--- src/rtl/core/wrs_pkg.sv ---
// Package of the weighted roulette selector: constants, codes and the command record.
// Depends on nothing; the top level, front end, queue, execution unit and checker import it.
`timescale 1ns / 1ps

package wrs_pkg;

    localparam int MAX_ENTRIES_DEF = 256;
    localparam int DATA_BITS_DEF   = 32;
    localparam int ACC_BITS        = 64;
    localparam int HALF_BITS       = 32;

    localparam int INDEX_BITS   = 8;
    localparam int FIELD_BITS   = 32;
    localparam int STATUS_BITS  = 3;
    localparam int ENTRIES_BITS = 9;

    localparam int IN_TDATA_W  = 136;
    localparam int OUT_FIELD_W = STATUS_BITS + FIELD_BITS + INDEX_BITS;
    localparam int OUT_TDATA_W = 48;
    localparam int OUT_PAD_W   = OUT_TDATA_W - OUT_FIELD_W;

    localparam int CFG_ADDR_W = 1;
    localparam int CFG_DATA_W = ENTRIES_BITS;
    localparam logic [CFG_ADDR_W-1:0] CFG_ENTRIES   = 1'd0;
    localparam logic [CFG_ADDR_W-1:0] CFG_USE_GIVEN = 1'd1;

    localparam logic CMD_WRITE  = 1'b0;
    localparam logic CMD_SELECT = 1'b1;

    typedef enum logic [2:0] {
        ST_SELECTED   = 3'd0,
        ST_NO_ENTRIES = 3'd1,
        ST_DRAW_LOW   = 3'd2,
        ST_DRAW_HIGH  = 3'd3,
        ST_WRITE_DONE = 3'd4
    } status_t;

    typedef enum logic [1:0] {
        KIND_WRITE,
        KIND_WRITE_SKIP,
        KIND_SELECT
    } cmd_kind_t;

    typedef struct packed {
        cmd_kind_t              kind;
        logic [INDEX_BITS-1:0]  index;
        logic [FIELD_BITS-1:0]  weight;
        logic [FIELD_BITS-1:0]  value;
        logic [FIELD_BITS-1:0]  given_draw;
        logic [FIELD_BITS-1:0]  random_word;
    } cmd_t;

    typedef struct packed {
        logic [ENTRIES_BITS-1:0] entries_in_use;
        logic                    use_given_input;
    } cfg_t;

endpackage

--- src/rtl/core/wrs_queue.sv ---
// Two-entry command queue between the front end and the execution unit.
// Depends on wrs_pkg.
`timescale 1ns / 1ps

module wrs_queue
    import wrs_pkg::*;
(
    input  logic aclk,
    input  logic aresetn,
    input  logic in_valid,
    output logic in_ready,
    input  cmd_t in_cmd,
    output logic out_valid,
    input  logic out_ready,
    output cmd_t out_cmd
);

    localparam int DEPTH = 2;
    localparam int PTR_W = $clog2(DEPTH);
    localparam int CNT_W = $clog2(DEPTH + 1);

    cmd_t             slot_reg [DEPTH];
    logic [PTR_W-1:0] wr_ptr_reg, rd_ptr_reg;
    logic [CNT_W-1:0] count_reg, count_next;
    logic             push, pop;

    assign in_ready  = count_reg != CNT_W'(DEPTH);
    assign out_valid = count_reg != '0;
    assign push      = in_valid && in_ready;
    assign pop       = out_valid && out_ready;
    assign out_cmd   = slot_reg[rd_ptr_reg];

    always_comb begin
        count_next = count_reg;
        if (push && !pop) begin
            count_next = count_reg + CNT_W'(1);
        end else if (pop && !push) begin
            count_next = count_reg - CNT_W'(1);
        end
    end

    always_ff @(posedge aclk) begin
        if (!aresetn) begin
            wr_ptr_reg <= '0;
            rd_ptr_reg <= '0;
            count_reg  <= '0;
        end else begin
            count_reg <= count_next;
            if (push) begin
                wr_ptr_reg <= wr_ptr_reg + PTR_W'(1);
            end
            if (pop) begin
                rd_ptr_reg <= rd_ptr_reg + PTR_W'(1);
            end
        end
        if (push) begin
            slot_reg[wr_ptr_reg] <= in_cmd;
        end
    end

endmodule

--- config.mk ---
export PLATFORM = sky130hd
export DESIGN_NAME = wrs_queue
export DESIGN_NICKNAME = d
export VERILOG_FILES = /design/src/rtl/core/wrs_pkg.sv /design/src/rtl/core/wrs_queue.sv
export SDC_FILE = /design/constraint.sdc
export NUM_CORES = 1
export LEC_CHECK = 0
export CORE_MARGIN = 2
export CORE_UTILIZATION = 33
export CTS_BUF_LIST = sky130_fd_sc_hd__clkbuf_16
export CTS_CLUSTER_SIZE = 40
export DETAILED_ROUTE_END_ITERATION = 7
export DONT_BUFFER_PORTS = 1
export PLACE_DENSITY = 0.45
export SLEW_MARGIN = 20
export SYNTH_ARGS = -nofsm -noshare
export SYNTH_HDL_FRONTEND = slang
export SYNTH_SLANG_ARGS = --single-unit
--- constraint.sdc ---
create_clock -name aclk -period 10.05 [get_ports aclk]
set_input_delay 2.01 -clock aclk [delete_from_list [all_inputs] [get_ports aclk]]
set_output_delay 2.01 -clock aclk [all_outputs]
set_load 0.05 [all_outputs]
==> summary.txt, run 1 <==
======================================================================================================
Fin Clk Skew                                                                                 0.0107 ns
Number of vias after detailed routing                                                             4132
Kind of cell adding the most delay to the critical path                                     flip-flops
Mapped Cells                                                                                       453
Sort of element at the start of the critical path                                             register
Commonest cells in the synthesized netlist                                                276 x edfxtp_1, 138 x mux2_2, 12 x buf_6, 5 x dfxtp_1, 4 x and2_1
Antenna violations before repair                                                                     2
TritonCTS buffer count                                                                              29
Final design utilization                                                                         37.4%
Critical path fanouts, max                                                                          75
Cells traversed along the worst timing path                                               buf_4, mux2_2
Cts hold-fix bufs                                                                                    0
Cells on worst reg2reg path                                                                          3
Final count of pins violating max slew                                                               0
Pleak                                                                                       0.00362 uW
Layer with the highest usage                                                                      met2
Routability congestion estimate from global placement                                            0.692
Library cell contributing the largest single delay on the critical path                        dfxtp_4
Gr usage total                                                                                   11.3%
Total gr overflow                                                                                    0
Portion of total power attributed to sequential cells                                            43.6%
Share of power burned in combinational logic                                                     30.4%
Pin count of the biggest net entering global routing                                                76
Placement row count                                                                                 64
Setup-violating endpoint count in the final report                                                   0
Fraction of the yosys area taken by sequential cells                                             81.9%
Global-route wire length before repair                                                         28.0 mm
H-tree depth reported by CTS                                                                         1
Final Cycle Share                                                                                49.2%
Placement Setup Slack                                                                          5.55 ns
Outcome                                                                                   complete, no violations
Fraction of post-synthesis cell area in the top cell type by area                                80.9%
NumNets Final                                                                                      615
Starting utilization of the core area                                                            33.5%
Count of nets left with antenna violations after detail routing                                      0
Slew headroom                                                                                    31.1%
Met1 capacity usage during global routing                                                        10.9%
CTS tree                                                                                           yes
Highest cell delay on the worst timing path                                                    0.90 ns
Flip-flop count of the largest register, all copies and words added                                276
Total Negative Setup Slacks                                                                       0 ns
Achievable frequency                                                                           202 MHz
Worst hold path type                                                                      register to register
Critical path buffer and inverter count                                                              1
Crit path arrival time                                                                         2.93 ns
Layout area overhead                                                                             11.7%
Net switching power                                                                            1330 uW
Primary flip-flop cell chosen by synthesis mapping                                            edfxtp_1
Top-level I/O count                                                                                282
Cell Area, Synth                                                                             10200 um2
Total wire length after detailed routing                                                       19.4 mm
Overall Power                                                                                  3530 uW
Cell type with the largest total area after synthesis                                         edfxtp_1
Global-route track usage on met2                                                                 20.0%
Ratio of routed vias to standard cells                                                            4.65
Final Hold Vio Count                                                                                 0
Count of input and output buffers                                                                    0
Post-detailed-route wirelength per cell                                                        21.8 um
Max Cap Viol                                                                                         0
Crit. path cell count                                                                                2
Warnings from Yosys                                                                                  0
Area after detailed placement                                                                10600 um2
Cell internal power dissipation                                                                2200 uW
Relative contribution of the clock network to total power                                        26.0%
Maximum ir drop on the vdd rail                                                             0.000161 V
Post-synthesis register bit count                                                                  281
Horizontal die dimension                                                                        180 um
Crit path kind                                                                            register to output port
Crit Reg-Reg Startpoint                                                                   count_reg[0]
Number of remaining DRC errors                                                                       0
Core Area                                                                                    30600 um2
Synth cell types                                                                                    21
Number of resized instances in the post-cts repair step                                              0
Min cycle time layout                                                                          4.94 ns
Initial drt markers                                                                                165
Synthesized net count                                                                              596
Async set-reset flop share out of synthesis                                                         0%
Setup repair after global routing missed its margin                                              false
Clock transition at the register clock pins on the worst setup and hold paths after CTS        0.06 ns
Via count of the first global-routing pass                                                        4435
EDFF count, synth                                                                                  276
Source-to-sink clock delay at the later pin of the worst-skew pair                             0.54 ns
Mapped Avg Cell Area                                                                          22.6 um2
Synth area leaders                                                                        edfxtp_1 81%, mux2_2 15%, buf_6 1.3%
FF-to-FF End                                                                              slot_reg[1][121]
Post-route standard cell area excluding fillers                                              11400 um2
Sw Share                                                                                         37.7%
Proportion of layout cells with a drive suffix above 1                                           37.3%
WP data required                                                                               8.04 ns
Setup slack after layout                                                                       5.11 ns
Sink count of the clock tree                                                                       281
Die outline area                                                                             32500 um2
Endpoint kind of the worst setup timing path                                               output port
Power density of the placed cells                                                           309 nW/um2
Post-CTS Repair Setup Buffers                                                                        0
Chip Height                                                                                     180 um
Least-Margin Pin Slew                                                                          1.03 ns
Reg-to-reg setup timing slack                                                                  7.04 ns
Root buffer cell                                                                             clkbuf_16
Maximum count of clock buffers along a single path                                                   3
Leading cell type by number of instances after synthesis                                      edfxtp_1
Met3 track utilization from global routing                                                       5.88%
End point of the critical path                                                            out_cmd[120]
Length of the first detailed-routing pass in iterations                                              5
======================================================================================================
[placed cells by master, fill, tap and decap left out, drive strengths merged]
cell type,instances
a21bo,1
a21boi,2
and2,4
and3,1
buf,3
clkbuf,29
clkinv,14
clkinvlp,1
dfxtp,5
diode,2
edfxtp,276
ha,1
inv,6
mux2,138
nand2b,1
nand3b,1
o21ai,2
or2,1
or3,1
xnor2,2
xor2,1
[metal layers]
layer | share of wire [%] | routed length, um | up-vias
met2 | 52 | 10000 | 186
met4 | 4.4 | 850 | 0
met3 | 11 | 2190 | 48
met5 | 0 | 0 | -
li1 | - | - | 1837
met1 | 33 | 6310 | 2061
[layout make-up]
type                            instances  area [um2]
Antenna cell                            2        5.00
Clock buffer                           29         726
Clock inverter                         20        86.3
Fill cell                            2808       19200
Inverter                                1        8.76
Multi-Input combinational cell        156        1700
Sequential cell                       281        8390
Tap cell                              396         495
Timing Repair Buffer                    3        22.5
[kinds of logic after synthesis]
kind of cell	count (synthesis)	share of synthesized area, %
XOR/XNOR	3	0.257
buffers and inverters	16	1.55
flip-flops	281	81.9
adder cells (fa/ha/maj)	1	0.122
AO/OA/AOI/OAI	5	0.342
multiplexers	138	15.2
AND/OR/NAND/NOR	9	0.635
[tightest hold or removal path, delay by kind of cell (launching register included)]
kind / cells / cell delay, ns
compound gates: 2 / 0.18
flops: 1 / 0.36
[how the worst min path moves through the flow]
stage	from	endpoint	slack (ns)	depth (start not counted)
detailed placement	count_reg[1]	count_reg[1]	0.57	2
global placement	count_reg[1]	count_reg[1]	0.53	2
floorplan	count_reg[1]	count_reg[1]	0.51	2
global route	rd_ptr_reg	rd_ptr_reg	0.62	2
finish	count_reg[1]	count_reg[1]	0.59	2
CTS	count_reg[1]	count_reg[1]	0.59	2
[power by group through the flow]
stage / clock network (uW) / registers, uW / logic, uW
finish: 921 / 1540 / 1070
global route: 996 / 1560 / 1110
CTS: 953 / 1540 / 1090
detailed placement: 0 / 1570 / 1090
global placement: 0 / 1560 / 1090
floorplan: 0 / 1530 / 1050
[per-stage QoR]
step	instances	hold WS, ns
floorplan	453	0.512
detailed placement	837	0.570
global placement	837	0.526
finish	888	0.588
global route	886	0.616
CTS	886	0.586
No activity file was read; power rests on OpenSTA's default activity.
==> run 2: changes to the inputs <==
Clock period 10.05 ns to 5.1 ns, I/O delays scaled along.
==> summary.txt, run 2 (synthesis gave the netlist of run 1 again) <==
======================================================================================================
Outcome                                                                                   complete, no violations
WP data required                                                                               4.08 ns   -3.96 ns
Global-route wire length before repair                                                         27.6 mm   -1.5%
Crit path kind                                                                            register to output port
Final Hold Vio Count                                                                                 0   unchanged
Highest cell delay on the worst timing path                                                    0.90 ns   about the same
Endpoint kind of the worst setup timing path                                               output port
Sort of element at the start of the critical path                                             register
Length of the first detailed-routing pass in iterations                                              4   -1
Total gr overflow                                                                                    0   unchanged
Max Cap Viol                                                                                         0   unchanged
Final design utilization                                                                         38.4%   +1.0 points
Slew headroom                                                                                    38.8%   +7.7 points
Kind of cell adding the most delay to the critical path                                     flip-flops
Cts hold-fix bufs                                                                                    0   unchanged
Critical path fanouts, max                                                                          73   -2.7%
Commonest cells after routing, fill and taps aside                                        276 x edfxtp_1, 138 x mux2_2, 31 x clkbuf_16, 7 x bufinv_16, 6 x clkinv_1
Flip-flop count of the largest register, all copies and words added                                276   unchanged
Initial drt markers                                                                                196   +19%
Source-to-sink clock delay at the later pin of the worst-skew pair                             0.54 ns   about the same
Layout area overhead                                                                             14.8%
Sink count of the clock tree                                                                       281   unchanged
Number of vias after detailed routing                                                             4154   +0.53%
Number of resized instances in the post-cts repair step                                              0   unchanged
Post-route standard cell area excluding fillers                                              11800 um2   +2.8%
Maximum count of clock buffers along a single path                                                   3   unchanged
Inserted Diodes                                                                                      0   -2
Routability congestion estimate from global placement                                            0.727   +5.0%
CTS tree                                                                                           yes
Final Cycle Share                                                                                68.1%
Proportion of layout cells with a drive suffix above 1                                           39.1%   +1.7 points
Critical path buffer and inverter count                                                              1   unchanged
Setup-violating endpoint count in the final report                                                   0   unchanged
NumNets Final                                                                                      618   +0.49%
Cells traversed along the worst timing path                                               buf_12, mux2_2
Count of input and output buffers                                                                    0   unchanged
H-tree depth reported by CTS                                                                         1   unchanged
Via count of the first global-routing pass                                                        4493   +1.3%
Placement Setup Slack                                                                          2.08 ns   -3.47 ns
Maximum ir drop on the vdd rail                                                             0.000363 V   +120%
Commonest non-fill, non-tap cell in the layout                                                edfxtp_1
TritonCTS buffer count                                                                              30   +3.4%
Final count of pins violating max slew                                                               0   unchanged
Number of remaining DRC errors                                                                       0   unchanged
Setup slack after layout                                                                       1.63 ns   -3.48 ns
Gr usage total                                                                                   11.1%   -0.21 points
Antenna violations before repair                                                                     1   -1
Top-level I/O count                                                                                282   unchanged
Setup repair after global routing missed its margin                                              false
Ratio of routed vias to standard cells                                                            4.64   -0.25%
Fin Clk Skew                                                                                0.00786 ns   -0.00284 ns
Starting utilization of the core area                                                            33.5%   unchanged
Power density of the placed cells                                                           635 nW/um2   +110%
Die outline area                                                                             32500 um2   unchanged
Placement row count                                                                                 64   unchanged
Core Area                                                                                    30600 um2   unchanged
Area after detailed placement                                                                10600 um2   +0.31%
Achievable frequency                                                                           288 MHz
Pleak                                                                                       0.00376 uW   +4.0%
Min cycle time layout                                                                          3.47 ns
Chip Height                                                                                     180 um   unchanged
Root buffer cell                                                                             clkbuf_16
Total Negative Setup Slacks                                                                       0 ns   unchanged
Post-CTS Repair Setup Buffers                                                                        0   unchanged
Total wire length after detailed routing                                                       18.9 mm   -2.4%
Count of nets left with antenna violations after detail routing                                      0   unchanged
Worst hold path type                                                                      register to register
Least-Margin Pin Slew                                                                         0.918 ns   -0.116 ns
Dpl hpwl                                                                                       12.4 mm
Pin count of the biggest net entering global routing                                                77   +1.3%
Clock transition at the register clock pins on the worst setup and hold paths after CTS        0.06 ns   about the same
Horizontal die dimension                                                                        180 um   unchanged
Post-detailed-route wirelength per cell                                                        21.1 um   -3.2%
Library cell contributing the largest single delay on the critical path                        dfxtp_4
Crit path arrival time                                                                         2.45 ns   -0.48 ns
======================================================================================================
-- run 2: area by class of cell --
| cell class | count | area, um2 |
|---|---|---|
| Timing Repair Buffer | 5 | 82.6 |
| Inverter | 1 | 8.76 |
| Clock buffer | 31 | 776 |
| Multi-Input combinational cell | 156 | 1700 |
| Sequential cell | 281 | 8390 |
| Tap cell | 396 | 495 |
| Clock inverter | 25 | 302 |
| Fill cell | 2763 | 18800 |
-- run 2: worst register-to-register path: stages, from the launching register on --
cell,delay (ns)
dfxtp_1,0.42
nand2b_4,0.29
nand3b_1,0.20
inv_6,0.55
buf_4,0.59
-- run 2: final timing paths --
| kind | slack (ns) | endpoint | from | cells past startpoint |
|---|---|---|---|---|
| worst max register to register | 2.67 | slot_reg[0][112] | count_reg[0] | 4 |
| worst min-delay path | 0.55 | count_reg[1] | count_reg[1] | 2 |
| worst min register to register | 0.55 | count_reg[1] | count_reg[1] | 2 |
| worst max-delay path | 1.63 | out_cmd[6] | register | 2 |
-- run 2: metrics by stage --
step / cells / hold slack [ns] / total power [uW]
2_1_floorplan: 453 / 0.512 / 5080
3_3_place_gp: 838 / 0.525 / 5230
3_5_place_dp: 838 / 0.550 / 5250
4_1_cts: 894 / 0.530 / 7580
5_1_grt: 895 / 0.537 / 7730
6_report: 895 / 0.552 / 7460
-- run 2: routing by layer --
layer	GRT usage [%]	part of all wire (%)	vias up
met5	0	0	-
met4	4.71	4.1	0
met3	5.80	12	50
met2	20.4	52	189
met1	10.1	32	2057
li1	-	-	1858
-- run 2: power by group --
group / switching (uW) / leakage, uW / internal, uW
Clock: 846 / 0.000541 / 1450
Combinational: 1680 / 0.000601 / 450
Sequential: 141 / 0.00262 / 2890
Total: 2670 / 0.00376 / 4790
